### config.mk
export PLATFORM = sky130hd
export DESIGN_NAME = servo_ease_motion_interpolator_top
export DESIGN_NICKNAME = d
export VERILOG_FILES = /design/src/rtl/semi_pkg.sv /design/src/rtl/semi_divider.sv /design/src/rtl/semi_datapath.sv /design/src/rtl/semi_ctrl.sv /design/src/rtl/servo_ease_motion_interpolator_top.sv
export SDC_FILE = /design/constraint.sdc
export NUM_CORES = 2
export LEC_CHECK = 0
export BUFFER_PORTS_ARGS = -buffer_cell sky130_fd_sc_hd__buf_2
export CAP_MARGIN = 20
export CELL_PAD_IN_SITES_DETAIL_PLACEMENT = 2
export CELL_PAD_IN_SITES_GLOBAL_PLACEMENT = 2
export CORE_MARGIN = 5
export CORE_UTILIZATION = 38
export DETAILED_ROUTE_END_ITERATION = 12
export GPL_TIMING_DRIVEN = 0
export HOLD_SLACK_MARGIN = 0.12
export PLACE_DENSITY = 0.76
export SKIP_LAST_GASP = 1
export SLEW_MARGIN = 20
export SYNTH_ARGS = -nofsm -noshare
export SYNTH_HDL_FRONTEND = slang
export SYNTH_SLANG_ARGS = --single-unit
### constraint.sdc
create_clock -name clk -period 9.3 [get_ports clk]
set_input_delay 1.86 -clock clk [delete_from_list [all_inputs] [get_ports clk]]
set_output_delay 1.86 -clock clk [all_outputs]
set_load 0.02 [all_outputs]
### src/rtl/semi_pkg.sv
package semi_pkg;

  localparam int SERVO_COUNT_DEF = 7;
  localparam int EASE_FRAC_DEF = 16;
  localparam int MAX_SERVOS = 7;
  localparam int ANGLE_W = 8;
  localparam int TIME_W = 20;
  localparam int PACK_W = 56;
  localparam int CFG_IDX_W = 3;
  localparam int CFG_DATA_W = 56;
  localparam logic [TIME_W-1:0] TIME_MAX = {TIME_W{1'b1}};
  localparam logic [ANGLE_W-1:0] ANGLE_LIMIT = 8'd180;

  localparam logic [CFG_IDX_W-1:0] REG_MIN_PACK = 3'd0;
  localparam logic [CFG_IDX_W-1:0] REG_MAX_PACK = 3'd1;
  localparam logic [CFG_IDX_W-1:0] REG_OFFSET_PACK = 3'd2;
  localparam logic [CFG_IDX_W-1:0] REG_SPEED = 3'd3;
  localparam logic [CFG_IDX_W-1:0] REG_MIN_DUR = 3'd4;

  localparam logic [PACK_W-1:0] MIN_PACK_RST = 56'd15547095261863680;
  localparam logic [PACK_W-1:0] MAX_PACK_RST = 56'd43827309609006260;
  localparam logic [7:0] SPEED_RST = 8'd10;
  localparam logic [15:0] MIN_DUR_RST = 16'd200;

  localparam logic [MAX_SERVOS*ANGLE_W-1:0] NEUTRAL_PACK =
    {8'd100, 8'd120, 8'd70, 8'd100, 8'd130, 8'd130, 8'd90};

  typedef struct packed {
    logic load;
    logic check;
    logic scan;
    logic start_div;
    logic calc;
    logic jump;
    logic arm;
    logic finish;
    logic tick_adv;
  } dp_cmd_t;

  typedef struct packed {
    logic limit_bad;
    logic dur_zero;
    logic div_done;
    logic move_ends;
    logic moving;
  } dp_stat_t;

endpackage

### src/rtl/semi_divider.sv
module semi_divider #(
  parameter int NUM_W = 36,
  parameter int DEN_W = 20
) (
  input  logic             clk,
  input  logic             rst,
  input  logic             start,
  input  logic [NUM_W-1:0] numer,
  input  logic [DEN_W-1:0] denom,
  output logic [NUM_W-1:0] quot,
  output logic             done
);

  localparam int CNT_W = $clog2(NUM_W + 1);

  logic [NUM_W-1:0] num_sh;
  logic [DEN_W:0]   rem;
  logic [DEN_W-1:0] den;
  logic [CNT_W-1:0] cnt;
  logic             busy;
  logic [DEN_W:0]   trial;
  logic [DEN_W+1:0] diff;

  always_comb begin
    trial = {rem[DEN_W-1:0], num_sh[NUM_W-1]};
    diff = {1'b0, trial} - {2'b00, den};
  end

  always_ff @(posedge clk) begin
    if (rst) begin
      busy <= 1'b0;
      done <= 1'b0;
      cnt  <= '0;
    end else begin
      done <= 1'b0;
      if (start) begin
        busy <= 1'b1;
        cnt  <= CNT_W'(NUM_W);
      end else if (busy) begin
        cnt <= cnt - 1'b1;
        if (cnt == CNT_W'(1)) begin
          busy <= 1'b0;
          done <= 1'b1;
        end
      end
    end
  end

  always_ff @(posedge clk) begin
    if (start) begin
      num_sh <= numer;
      rem    <= '0;
      den    <= denom;
      quot   <= '0;
    end else if (busy) begin
      num_sh <= {num_sh[NUM_W-2:0], 1'b0};
      if (!diff[DEN_W+1]) begin
        rem  <= diff[DEN_W:0];
        quot <= {quot[NUM_W-2:0], 1'b1};
      end else begin
        rem  <= trial;
        quot <= {quot[NUM_W-2:0], 1'b0};
      end
    end
  end

endmodule

### src/rtl/semi_datapath.sv
module semi_datapath #(
  parameter int SERVO_COUNT = semi_pkg::SERVO_COUNT_DEF,
  parameter int EASE_FRACTION_BITS = semi_pkg::EASE_FRAC_DEF
) (
  input  logic                              clk,
  input  logic                              rst,
  input  semi_pkg::dp_cmd_t                 cmd,
  output semi_pkg::dp_stat_t                stat,
  input  logic [$clog2(SERVO_COUNT+1)-1:0]  sel,
  input  logic [2:0]                        in_servo,
  input  logic [semi_pkg::ANGLE_W-1:0]      in_angle,
  input  logic [semi_pkg::TIME_W-1:0]       in_dur,
  input  logic                              in_use_speed,
  input  logic                              cfg_valid,
  input  logic [semi_pkg::CFG_IDX_W-1:0]    cfg_index,
  input  logic [semi_pkg::CFG_DATA_W-1:0]   cfg_data,
  output logic [semi_pkg::ANGLE_W-1:0]      sel_angle
);

  localparam int F = EASE_FRACTION_BITS;
  localparam int AW = semi_pkg::ANGLE_W;
  localparam int TW = semi_pkg::TIME_W;
  localparam int IW = (SERVO_COUNT > 1) ? $clog2(SERVO_COUNT) : 1;
  localparam int NUM_W = TW + F;

  logic [semi_pkg::PACK_W-1:0] min_pack;
  logic [semi_pkg::PACK_W-1:0] max_pack;
  logic [semi_pkg::PACK_W-1:0] off_pack;
  logic [7:0]                  speed;
  logic [15:0]                 min_dur;

  logic [AW-1:0] current [SERVO_COUNT];
  logic [AW-1:0] pending [SERVO_COUNT];
  logic [AW-1:0] start_a [SERVO_COUNT];
  logic [AW-1:0] goal_a  [SERVO_COUNT];
  logic          moving;
  logic [TW-1:0] elapsed;
  logic [TW-1:0] length;
  logic [AW-1:0] maxd;
  logic          bad;
  logic [TW-1:0] dur;
  logic [F:0]    ease;

  logic [IW-1:0]   idx;
  logic [AW-1:0]   cur_s;
  logic [AW-1:0]   pend_s;
  logic [AW-1:0]   mn_s;
  logic [AW-1:0]   mx_s;
  logic [AW-1:0]   absd;
  logic [NUM_W-1:0] quot;
  logic            div_done;
  logic [F:0]      p_sat;
  logic [F:0]      q;
  logic [2*F+1:0]  sq;
  logic [F:0]      ease_next;
  logic [AW:0]     dlt;
  logic [AW+F+2:0] prod;
  logic [AW+F+2:0] total;
  logic [TW-1:0]   spd_dur;
  logic [TW-1:0]   elapsed_inc;
  logic signed [AW+1:0] corr;

  assign idx = sel[IW-1:0];

  always_comb begin
    cur_s  = current[idx];
    pend_s = pending[idx];
    mn_s   = min_pack[idx*AW +: AW];
    mx_s   = max_pack[idx*AW +: AW];
    absd   = (pend_s >= cur_s) ? pend_s - cur_s : cur_s - pend_s;
    spd_dur = TW'(maxd) * TW'(speed);
    if (spd_dur < TW'(min_dur)) spd_dur = TW'(min_dur);
    p_sat = (quot > NUM_W'(1 << F)) ? (F+1)'(1 << F) : quot[F:0];
    q = p_sat[F-1] | p_sat[F] ? (F+1)'(1 << F) - p_sat : p_sat;
    sq = q * q;
    if (p_sat[F-1] | p_sat[F]) ease_next = (F+1)'(1 << F) - sq[2*F-1:F-1];
    else ease_next = sq[2*F-1:F-1];
    dlt = {1'b0, goal_a[idx]} - {1'b0, start_a[idx]};
    prod = $signed({{(F+2){dlt[AW]}}, dlt}) * $signed({2'b00, ease});
    total = {3'b000, start_a[idx], {F{1'b0}}} + prod;
    elapsed_inc = (elapsed == semi_pkg::TIME_MAX) ? elapsed : elapsed + 1'b1;
    corr = $signed({2'b00, current[idx]}) +
           $signed({{2{off_pack[idx*AW+AW-1]}}, off_pack[idx*AW +: AW]});
    if (corr < 0) sel_angle = '0;
    else if (corr > $signed({2'b00, semi_pkg::ANGLE_LIMIT})) sel_angle = semi_pkg::ANGLE_LIMIT;
    else sel_angle = corr[AW-1:0];
  end

  semi_divider #(.NUM_W(NUM_W), .DEN_W(TW)) u_div (
    .clk   (clk),
    .rst   (rst),
    .start (cmd.start_div),
    .numer ({elapsed, {F{1'b0}}}),
    .denom (length),
    .quot  (quot),
    .done  (div_done)
  );

  always_ff @(posedge clk) begin
    if (rst) begin
      min_pack <= semi_pkg::MIN_PACK_RST;
      max_pack <= semi_pkg::MAX_PACK_RST;
      off_pack <= '0;
      speed    <= semi_pkg::SPEED_RST;
      min_dur  <= semi_pkg::MIN_DUR_RST;
    end else if (cfg_valid) begin
      unique case (cfg_index)
        semi_pkg::REG_MIN_PACK:    min_pack <= cfg_data;
        semi_pkg::REG_MAX_PACK:    max_pack <= cfg_data;
        semi_pkg::REG_OFFSET_PACK: off_pack <= cfg_data;
        semi_pkg::REG_SPEED:       speed <= cfg_data[7:0];
        semi_pkg::REG_MIN_DUR:     min_dur <= cfg_data[15:0];
        default: ;
      endcase
    end
  end

  always_ff @(posedge clk) begin
    if (rst) begin
      for (int i = 0; i < SERVO_COUNT; i++) begin
        current[i] <= semi_pkg::NEUTRAL_PACK[i*AW +: AW];
        pending[i] <= semi_pkg::NEUTRAL_PACK[i*AW +: AW];
      end
      moving  <= 1'b0;
      elapsed <= '0;
      length  <= '0;
      maxd    <= '0;
      bad     <= 1'b0;
      dur     <= '0;
      ease    <= '0;
    end else begin
      if (cmd.load) begin
        if (32'(in_servo) < SERVO_COUNT) pending[in_servo[IW-1:0]] <= in_angle;
        bad  <= 1'b0;
        maxd <= '0;
      end
      if (cmd.check) begin
        if (pend_s < mn_s || pend_s > mx_s) bad <= 1'b1;
        if (absd > maxd) maxd <= absd;
      end
      if (cmd.scan) dur <= in_use_speed ? spd_dur : in_dur;
      if (cmd.jump) begin
        for (int i = 0; i < SERVO_COUNT; i++) current[i] <= pending[i];
        moving <= 1'b0;
      end
      if (cmd.arm) begin
        for (int i = 0; i < SERVO_COUNT; i++) begin
          start_a[i] <= current[i];
          goal_a[i]  <= pending[i];
        end
        elapsed <= '0;
        length  <= dur;
        moving  <= 1'b1;
      end
      if (cmd.tick_adv) elapsed <= elapsed_inc;
      if (div_done) ease <= ease_next;
      if (cmd.calc) current[idx] <= total[F +: AW];
      if (cmd.finish) begin
        for (int i = 0; i < SERVO_COUNT; i++) current[i] <= goal_a[i];
        moving <= 1'b0;
      end
    end
  end

  assign stat.limit_bad = bad;
  assign stat.dur_zero  = (dur == '0);
  assign stat.div_done  = div_done;
  assign stat.move_ends = (elapsed >= length) || (length == '0);
  assign stat.moving    = moving;

endmodule

### src/rtl/semi_ctrl.sv
module semi_ctrl #(
  parameter int SERVO_COUNT = semi_pkg::SERVO_COUNT_DEF
) (
  input  logic                             clk,
  input  logic                             rst,
  input  logic                             in_valid,
  output logic                             in_stall,
  input  logic                             in_tick,
  input  logic                             in_last,
  output logic                             out_valid,
  input  logic                             out_stall,
  output logic                             out_status,
  output logic                             out_last,
  output logic                             out_moving,
  output logic [$clog2(SERVO_COUNT+1)-1:0] sel,
  output semi_pkg::dp_cmd_t                cmd,
  input  semi_pkg::dp_stat_t               stat
);

  localparam int SW = $clog2(SERVO_COUNT + 1);
  localparam logic [3:0] S_IDLE   = 4'd0;
  localparam logic [3:0] S_CHECK  = 4'd1;
  localparam logic [3:0] S_DUR    = 4'd2;
  localparam logic [3:0] S_DECIDE = 4'd3;
  localparam logic [3:0] S_TICK   = 4'd4;
  localparam logic [3:0] S_DIV    = 4'd5;
  localparam logic [3:0] S_CALC   = 4'd6;
  localparam logic [3:0] S_EMIT   = 4'd7;
  localparam logic [3:0] S_REJECT = 4'd8;
  localparam logic [3:0] S_WAIT   = 4'd9;

  logic [3:0]    state;
  logic [3:0]    state_next;
  logic [SW-1:0] cnt;
  logic [SW-1:0] cnt_next;
  logic          acc;
  logic          out_fire;

  assign acc = in_valid && !in_stall;
  assign out_fire = out_valid && !out_stall;
  assign in_stall = (state != S_IDLE);
  assign sel = cnt;

  always_comb begin
    state_next = state;
    cnt_next = cnt;
    cmd = '0;
    out_valid = 1'b0;
    out_status = 1'b0;
    out_last = 1'b0;
    out_moving = stat.moving;
    unique case (state)
      S_IDLE: begin
        cnt_next = '0;
        if (acc) begin
          if (in_tick) begin
            if (stat.moving) begin
              cmd.tick_adv = 1'b1;
              state_next = S_TICK;
            end
          end else begin
            cmd.load = 1'b1;
            if (in_last) state_next = S_CHECK;
          end
        end
      end
      S_CHECK: begin
        cmd.check = 1'b1;
        cnt_next = cnt + 1'b1;
        if (cnt == SW'(SERVO_COUNT - 1)) state_next = S_DUR;
      end
      S_DUR: begin
        cnt_next = '0;
        if (stat.limit_bad) state_next = S_REJECT;
        else begin
          cmd.scan = 1'b1;
          state_next = S_DECIDE;
        end
      end
      S_DECIDE: begin
        if (stat.dur_zero) begin
          cmd.jump = 1'b1;
          state_next = S_EMIT;
        end else begin
          cmd.arm = 1'b1;
          state_next = S_WAIT;
        end
      end
      S_WAIT: state_next = S_IDLE;
      S_TICK: begin
        if (stat.move_ends) begin
          cmd.finish = 1'b1;
          state_next = S_EMIT;
        end else begin
          cmd.start_div = 1'b1;
          state_next = S_DIV;
        end
      end
      S_DIV: if (stat.div_done) state_next = S_CALC;
      S_CALC: begin
        cmd.calc = 1'b1;
        cnt_next = cnt + 1'b1;
        if (cnt == SW'(SERVO_COUNT - 1)) begin
          cnt_next = '0;
          state_next = S_EMIT;
        end
      end
      S_EMIT: begin
        out_valid = 1'b1;
        out_last = (cnt == SW'(SERVO_COUNT - 1));
        if (out_fire) begin
          cnt_next = cnt + 1'b1;
          if (out_last) state_next = S_IDLE;
        end
      end
      S_REJECT: begin
        out_valid = 1'b1;
        out_status = 1'b1;
        out_last = 1'b1;
        if (out_fire) state_next = S_IDLE;
      end
      default: state_next = S_IDLE;
    endcase
  end

  always_ff @(posedge clk) begin
    if (rst) begin
      state <= S_IDLE;
      cnt <= '0;
    end else begin
      state <= state_next;
      cnt <= cnt_next;
    end
  end

endmodule

### src/rtl/servo_ease_motion_interpolator_top.sv
// Eased multi-servo trajectory interpolator.
// Input channel (in_valid/in_stall): a load beat (req_type 0) stores one
// servo target; with last_target set it commits the move. A tick beat
// (req_type 1) advances a running move by one millisecond.
// Output channel (out_valid/out_stall): one beat per servo, servo 0 first,
// last_of_run on the final beat; a rejected commit gives one status beat.
// Configuration (cfg_valid/cfg_ready): always ready; write while idle.
// A commit checks each servo against its limits in turn, then fixes
// the duration and either jumps (zero duration) or arms the move. A
// tick that does not end the move runs the bit-serial divider, then the
// shared multiplier once per servo, then gives the beats. One item is
// worked at a time.
// Reset restores neutral angles and default limits; no move is running.
// A stalled receiver holds the current beat; in_stall stays high meanwhile.
module servo_ease_motion_interpolator_top #(
  parameter int SERVO_COUNT = semi_pkg::SERVO_COUNT_DEF,
  parameter int EASE_FRACTION_BITS = semi_pkg::EASE_FRAC_DEF
) (
  input  logic                            clk,
  input  logic                            rst,
  input  logic                            in_valid,
  output logic                            in_stall,
  input  logic                            req_type,
  input  logic [2:0]                      servo_index,
  input  logic [7:0]                      target_angle,
  input  logic [19:0]                     duration_ms,
  input  logic                            use_speed,
  input  logic                            last_target,
  output logic                            out_valid,
  input  logic                            out_stall,
  output logic                            status,
  output logic [2:0]                      out_servo,
  output logic [7:0]                      command_angle,
  output logic                            still_moving,
  output logic                            last_of_run,
  input  logic                            cfg_valid,
  output logic                            cfg_ready,
  input  logic [semi_pkg::CFG_IDX_W-1:0]  cfg_index,
  input  logic [semi_pkg::CFG_DATA_W-1:0] cfg_data
);

  localparam int SW = $clog2(SERVO_COUNT + 1);

  semi_pkg::dp_cmd_t  cmd;
  semi_pkg::dp_stat_t stat;
  logic [SW-1:0]      sel;
  logic [7:0]         sel_angle;
  logic               use_speed_q;
  logic [19:0]        dur_q;
  logic               st;

  assign cfg_ready = 1'b1;

  always_ff @(posedge clk) begin
    if (in_valid && !in_stall) begin
      use_speed_q <= use_speed;
      dur_q <= duration_ms;
    end
  end

  semi_ctrl #(.SERVO_COUNT(SERVO_COUNT)) u_ctrl (
    .clk        (clk),
    .rst        (rst),
    .in_valid   (in_valid),
    .in_stall   (in_stall),
    .in_tick    (req_type),
    .in_last    (last_target),
    .out_valid  (out_valid),
    .out_stall  (out_stall),
    .out_status (st),
    .out_last   (last_of_run),
    .out_moving (still_moving),
    .sel        (sel),
    .cmd        (cmd),
    .stat       (stat)
  );

  semi_datapath #(
    .SERVO_COUNT(SERVO_COUNT),
    .EASE_FRACTION_BITS(EASE_FRACTION_BITS)
  ) u_dp (
    .clk          (clk),
    .rst          (rst),
    .cmd          (cmd),
    .stat         (stat),
    .sel          (sel),
    .in_servo     (servo_index),
    .in_angle     (target_angle),
    .in_dur       (dur_q),
    .in_use_speed (use_speed_q),
    .cfg_valid    (cfg_valid),
    .cfg_index    (cfg_index),
    .cfg_data     (cfg_data),
    .sel_angle    (sel_angle)
  );

  assign status = st;
  assign out_servo = st ? 3'd0 : 3'(sel);
  assign command_angle = st ? 8'd0 : sel_angle;

  a_no_accept_busy: assert property (@(posedge clk) disable iff (rst)
    out_valid |-> in_stall) else $error("input taken during output");
  a_status_last: assert property (@(posedge clk) disable iff (rst)
    (out_valid && status) |-> last_of_run) else $error("status beat not last");
  a_hold_beat: assert property (@(posedge clk) disable iff (rst)
    (out_valid && out_stall) |=> (out_valid && $stable(out_servo)))
    else $error("stalled beat changed");

endmodule

* Yosys cells after proc, flatten, opt, wreduce, memory -nomap -nowiden *
Memories as Yosys holds them, arrays and structs flattened. A register that Yosys moved wholly into a read port is not among the register bits.
Cells that the tools add are included.

word-level totals
  input bits = 98
  memories = 4
  memory bits (writable) = 224
  register bits = 411

operators by class
  muxes and demuxes = 117
  shifts and indexed selects = 3
  bitwise operators = 16
  $lt $le $gt $ge = 11
  multiply operators = 3
  add/subtract/negate cells = 13
  eq/ne operators = 25
  reduce and logical (&&, ||, !) cells = 30

memories
  memory        words  width  read ports  clocked after Yosys merged registers in  wr ports  line                 RTL
  u_dp.current  7      8      8           1                                        7         semi_datapath.sv:32  logic [AW-1:0] current [SERVO_COUNT];
  u_dp.goal_a   7      8      8           1                                        7         semi_datapath.sv:35  logic [AW-1:0] goal_a [SERVO_COUNT];
  u_dp.pending  7      8      8           1                                        7         semi_datapath.sv:33  logic [AW-1:0] pending [SERVO_COUNT];
  u_dp.start_a  7      8      1           1                                        7         semi_datapath.sv:34  logic [AW-1:0] start_a [SERVO_COUNT];

operators by type and width
  cell                    number
  $mux 8                  23
  $shiftx 56x7->8         3
  $mux 20                 5
  $mux 36                 2
  $mux 17                 3
  $mux 1                  50
  $mux 4                  12
  $logic_not 20->1        2
  $mux 3                  13
  $gt 36x17->1 const B    1
  $pmux 4 s9              1
  $sub 17x17->17 const A  2
  $lt 32x7->1 const B     1
  $mul 17x17->32          1
  $sub 32x1->32 const B   1
  $add 24x24->24          1
  $mul 9x18->24           1
  $sub 21x20->22          1
  $add 20x1->20 const B   1
  $eq 20x20->1 const B    1
  $ge 20x20->1            1
  $eq 4x3->1 const B      4
  $gt 8x8->1              2
  $lt 16x16->1            1
  43 further kinds        85

* Longest topological paths before layout *
  depth in word-level cells = 10
  gate-level depth with buffers = 44
  gate-level depth less buffers = 40

* Hierarchy *
A second synthesis with hierarchy kept.

second synthesis, totals
  cells, all modules = 4915
  area, all modules = 47465.5 µm²

by module, submodules not included
  module                              sequential area each (µm²)  times used  area each (µm²)  cells an instance
  semi_datapath                       12712.2                     1           40173.5          4240
  semi_divider                        2962.8                      1           5878.1           547
  servo_ease_motion_interpolator_top  630.6                       1           765.7            36
  semi_ctrl                           140.1                       1           648.1            92

* Worst setup path after synthesis *
OpenSTA, ideal clock, no wires.

  kind = reg2reg
  start = register u_dp.u_div.quot[2]
  end = register u_dp.ease[16]
  library setup time = 0.079 ns
  slack = -0.207 ns
  buffers on the path = 3
  cell stages (with the launch flop) = 35
  arrival = 9.428 ns
  required time = 9.221 ns
  cells stage by stage = dfxtp_1 or4_4 nor4_2 nand2_2 o41ai_2 nand3_2 clkbuf_1 nor2_1 clkinv_1 ha_1 clkbuf_1 o21ai_0 o21ai_0 a311oi_1 clkbuf_1 nand2_1 fa_1 fa_1 inv_1 fa_1 inv_1 fa_1 fa_1 fa_1 inv_1 ha_1 a21o_1 a31oi_1 a21oi_2 or4_4 a2111oi_2 and3_2 nand4_1 xnor2_1 a211oi_2

on the way
  cells in the longest elaborated chain, start to end = 7

ends and longest elaborated chain
  what                                          line                                      RTL
  start, declared                               semi_divider.sv:10                        output logic [NUM_W-1:0] quot,
  start signal, assigned                        semi_divider.sv:59                        quot <= {quot[NUM_W-2:0], 1'b1};
  start signal, assigned                        semi_divider.sv:62                        quot <= {quot[NUM_W-2:0], 1'b0};
  $gt 36x17->1                                  semi_datapath.sv:73                       p_sat = (quot > NUM_W'(1 << F)) ? (F+1)'(1 << F) : quot[F:0];
  $mux 17 *                                     semi_datapath.sv:73
  $sub 17x17->17 or $or 1x1->1 (tied branches)  semi_datapath.sv:74, semi_datapath.sv:76
  $mux 17                                       semi_datapath.sv:74                       q = p_sat[F-1] | p_sat[F] ? (F+1)'(1 << F) - p_sat : p_sat;
  $mul 17x17->32                                semi_datapath.sv:75                       sq = q * q;
  $sub 17x17->17                                semi_datapath.sv:76                       if (p_sat[F-1] | p_sat[F]) ease_next = (F+1)'(1 << F) - sq[2*F-1:F-1];
  $mux 17 *                                     semi_datapath.sv:76
  end signal, assigned                          semi_datapath.sv:156                      if (div_done) ease <= ease_next;
  end, declared                                 semi_datapath.sv:42                       logic [F:0] ease;

Mark *: on every way between the ends. The rest lies on a longest branch, timed or not.
A chain may end at the register's enable or synchronous reset.

* Worst setup path after layout *
  start = register u_dp.u_div.quot[4]
  end = register u_dp.ease[13]

The elaborated chain is that of the path after synthesis.

==> results list <==
- Adder-cell share of the synthesized area: 23.1%
- Pin placement for this block handled 115 I/O pins.
* Die height: 356 um
* Final net count: 5,833
- Once layout is done, the placed cells without fillers occupy 0.0533 mm2.
- Insertion delay to the later sink of the worst-skew pair: 660 ps
- Buffers on Ports: 110
- Wire length of the first global-routing pass: 268 mm
* Remaining design rule violation count: 0
- The clock tree synthesis step divided the H-tree into 3 levels.
- Worst-margin pin slew: 1270 ps
- Global routing used 27.9% of the available tracks.
- Across all setup checks in the final design, the least slack found is -449 ps.
- STA classifies the critical path startpoint as a flip-flop.
- Across all hold checks on the routed design, the worst slack comes to 452 ps.
* Number of enable flip-flop cells after synthesis: 293
- Critical hold path startpoint: u_dp.current[0][5]
* Routed len/inst: 27.1 um
- The top cell type by area accounts for 19.3% of the synthesized area.
* Hold violation count in the final report: 0
- Routed wire length: 184 mm
- Pre-CTS WS: -3400 ps
- Of all flip-flops after synthesis, the portion carrying an async set or reset was 0%.
* Clock group share of total power: 27.1%
- Die area: 0.127 mm2
- Buffers inserted to repair hold after CTS numbered 0.
* Cell count after placement: 6,542
- Count of non-filler cells in the finished layout: 6,778
* Share of total power consumed by net switching: 40.8%
- RR Startpoint: u_dp.u_div.quot[4]
- Routability-driven placement congestion ratio: 0.897
- Ranked by total cell area, the synthesized netlist is headed by sky130_fd_sc_hd__edfxtp_1 19%, sky130_fd_sc_hd__dfxtp_1 16%, sky130_fd_sc_hd__fa_1 15%.
- Dominant combinational cell family by area after synthesis: adder cells
- The run finished, with violations left.
* Total gr overflow: 0
- Worst R2R Path Depth: 37
- The worst hold path was traced through 0 stages.
- Area Overhead vs Synth: 16.8%
- Of the total synthesized cell area, the portion taken by AND, OR, NAND and NOR gates is 15.9%.
* CTS sink cnt: 654
- Internal power contribution: 6.95 mW
- Crit path top cell by count: sky130_fd_sc_hd__fa_1
* Fraction of final layout cells with drive strength greater than 1: 13.8%
- Peak VDD IR: 0.217 mV
* Post-Synthesis Mean Instance Area: 9.53 um2
* Final Critical Period: 9750 ps
- Total of endpoints with negative setup slack in the final report: 12
- Slowest cell on crit path: sky130_fd_sc_hd__fa_1
* Final HPWL DP: 138 mm
- RSZ-0062 raised after global routing: true
* Worst-path clk slew: 70 ps
* Number of flip-flops and latches in the synthesized netlist: 654
* XOR/XNOR Fraction of Synth Area: 2.28%
* End point of the most critical hold path: u_dp.start_a[0][5]
- Vias in the first global route: 42,000
- After layout, the design draws a total of 11.7 mW.
- Compound-gate portion of the synthesized area: 10.3%
- After routing, the total negative slack on setup checks comes to -3190 ps.
- Data on the critical path arrives at its endpoint at 10,260 ps.
- The number of pins with negative max-slew slack in the final report is 0.
* Combinational share of power: 43.6%
- Post-DRT Antenna Nets: 0
- Endpoint of the worst register-to-register path: u_dp.ease[13]
- Vias: 38,200
* Number of optimization iterations in the first detailed-route pass: 8
* Relative max-transition margin: 15.6%
- Post-Syn Area: 0.0456 mm2
* Starting DRT DRC Count: 2,792
- Gate count after technology mapping: 4,785
- Highest attainable clock frequency: 0.103 GHz
- Number of buffers inserted during clock tree synthesis: 77
- Register-to-register setup slack: -450 ps
- Delay of the slowest cell on the worst path: 610 ps
- Largest net degree at the start of global routing: 30
- The worst setup path is captured at a flip-flop.
- Cell type with the highest aggregate area in the netlist: sky130_fd_sc_hd__edfxtp_1
- Distinct cells, synth: 94
- The number of antenna violations at the first check in global routing is 14.
* Switching component of the power: 4.79 mW
* Synth Flop Type: sky130_fd_sc_hd__dfxtp_1
- Post-route clock period utilization: 105%
- Share of the yosys chip area belonging to registers: 35.1%
- Count of max-cap constraint violations: 0
- Core area: 0.119 mm2
- Leakage power: 22.0 nW
* Initial cell density of the core: 38.2%
* Power density normalized to cell area: 220 mW/mm2
- The initialized floorplan defines 127 standard-cell rows.
* TritonCTS clock tree: done
- The clock passes through at most 3 buffers.
- Multiplexer fraction of the synthesized cell area: 6.78%
- The critical path in this run is classified as flip-flop to flip-flop.
- At the worst endpoint, the required time is 9810 ps.
- Once layout is complete, the utilization of the core stands at 44.6%.
- Worst hold path type: flip-flop to flip-flop
- During synthesis, Yosys emitted a total of 0 warnings.
- Critical path peak fanout: 6
* Vias per cell: 5.63
* Violations in the final reports: setup timing
- Sequential power share: 29.2%
- Horizontal die dimension: 356 um
- Setup skew after layout: 34.3 ps
- Buffer type at the clock tree root: sky130_fd_sc_hd__clkbuf_16
- Post-place instance area: 0.0484 mm2
[layer usage]
metal  global-route usage [%]  share of wire (%)
met5                        0              0.040
met1                     37.4                 43
met2                     47.6                 48
met4                     6.41                2.6
met3                     4.50                6.3
[how the worst max path moves through the flow]
stage | startpoint | endpoint | slack [ps] | depth (start not counted)
after floorplan | u_dp.u_div.quot[2] | u_dp.ease[15] | 20 | 35
after global placement | flip-flop | u_dp.current[0][7] | -2870 | 35
after detailed placement | flip-flop | u_dp.current[0][7] | -3400 | 35
after CTS | u_dp.u_div.quot[3] | u_dp.ease[16] | -30 | 35
after global routing | u_dp.u_div.quot[2] | u_dp.ease[16] | -720 | 38
final | u_dp.u_div.quot[4] | u_dp.ease[13] | -450 | 37
[cell usage after synthesis, drive strengths merged, types with 15 or more instances]
master and n:
nand2 851, inv 545, dfxtp 361, fa 343, a21oi 317, nor2 301, edfxtp 293, ha 293
clkbuf 202, o21ai 149, mux2i 122, and2 102, mux4 73, xnor2 69, nand3b 64, nand3 54
nand2b 51, xor2 48, nor3 39, a211oi 35, a22oi 34, a21o 32, buf 32, a31oi 29
nor4 27, o211ai 26, nand4 22, nor2b 21, or3 21, and3 20, mux2 20, o22ai 20
o21a 19, o21bai 18, a22o 17, or2 15
[logic make-up after synthesis]
family / Yosys count
other: 2
and+or+nand+nor: 1609
muxes: 215
adders and majority gates: 636
AOI/OAI and AO/OA: 763
xor gates and xnor gates: 117
DFF: 654
buffers and inverters: 789
[power by group through the flow]
stage               Sequential, mW  Clock (mW)  Combinational (mW)
floorplan                     3.37           0                2.97
global placement              3.44           0                4.32
detailed placement            3.46           0                4.53
CTS                           3.42        3.20                4.88
global route                  3.44        3.33                5.53
finish                        3.43        3.19                5.12
[flip-flops by register name, summed over array words and instances, names as in the netlist, 36 cells and up, named ones only]
signal           cells
u_dp.off_pack       56
u_dp.current        64
u_dp.start_a        56
u_dp.pending        64
u_dp.u_div.quot     36
u_dp.goal_a         56
u_dp.min_pack       56
u_dp.max_pack       56
[critical path, delay by kind of cell, from the launching register on]
kind	cells	cell delay [ps]
fa+ha+maj	8	3610
compound gates	10	2090
buf+inv	7	740
flops	1	370
simple gates	12	2790
[cell type report]
class / instances / area, um2
Fill cell: 12800 / 66200
Tap cell: 1612 / 2020
Inverter: 555 / 2110
Clock inverter: 35 / 399
Buffer: 223 / 1100
Timing Repair Buffer: 216 / 1500
Clock buffer: 108 / 2210
Antenna cell: 3 / 7.51
Sequential cell: 654 / 16000
Multi-Input combinational cell: 3372 / 27900
[timing repair]
item	CTS	global route
gates resized for setup	255	111
endpoints found under the setup margin	81	67
endpoints found under the hold margin	0	0
pin swaps	90	78
gates cloned	1	0
buffers inserted	69	31
[layout by cell type (no fill, tap or decap), types with 18 or more instances in the layout]
cell / netlist / final
sky130_fd_sc_hd__nand2_1: 850 / 832
sky130_fd_sc_hd__dfxtp_1: 361 / 353
sky130_fd_sc_hd__conb_1: 2 / 32
sky130_fd_sc_hd__clkbuf_1: 202 / 180
sky130_fd_sc_hd__nand2b_1: 51 / 51
sky130_fd_sc_hd__a21oi_1: 313 / 300
sky130_fd_sc_hd__mux2i_1: 122 / 117
sky130_fd_sc_hd__xor2_1: 47 / 42
sky130_fd_sc_hd__inv_1: 544 / 533
sky130_fd_sc_hd__and3_1: 18 / 18
sky130_fd_sc_hd__nand4_1: 22 / 22
sky130_fd_sc_hd__xnor2_1: 68 / 56
sky130_fd_sc_hd__ha_1: 293 / 275
sky130_fd_sc_hd__nand3b_1: 64 / 64
sky130_fd_sc_hd__a31oi_1: 29 / 24
sky130_fd_sc_hd__buf_4: 1 / 89
sky130_fd_sc_hd__o21a_1: 19 / 18
sky130_fd_sc_hd__o22ai_1: 20 / 19
sky130_fd_sc_hd__o211ai_1: 25 / 25
sky130_fd_sc_hd__a21o_1: 32 / 31
sky130_fd_sc_hd__clkbuf_8: 0 / 23
sky130_fd_sc_hd__nand3_1: 53 / 48
sky130_fd_sc_hd__edfxtp_1: 293 / 293
sky130_fd_sc_hd__or3_1: 21 / 19
sky130_fd_sc_hd__a211oi_1: 34 / 22
sky130_fd_sc_hd__nor2b_1: 20 / 19
sky130_fd_sc_hd__fa_1: 343 / 336
sky130_fd_sc_hd__nor4_1: 25 / 19
sky130_fd_sc_hd__nor3_1: 39 / 35
sky130_fd_sc_hd__clkbuf_16: 0 / 81
sky130_fd_sc_hd__o21ai_0: 146 / 127
sky130_fd_sc_hd__and2_1: 100 / 99
sky130_fd_sc_hd__a22oi_1: 34 / 32
sky130_fd_sc_hd__mux4_2: 73 / 73
sky130_fd_sc_hd__mux2_2: 20 / 19
sky130_fd_sc_hd__buf_2: 6 / 115
sky130_fd_sc_hd__nor2_1: 301 / 282
Note: power is estimated with default switching activity, not from simulation.
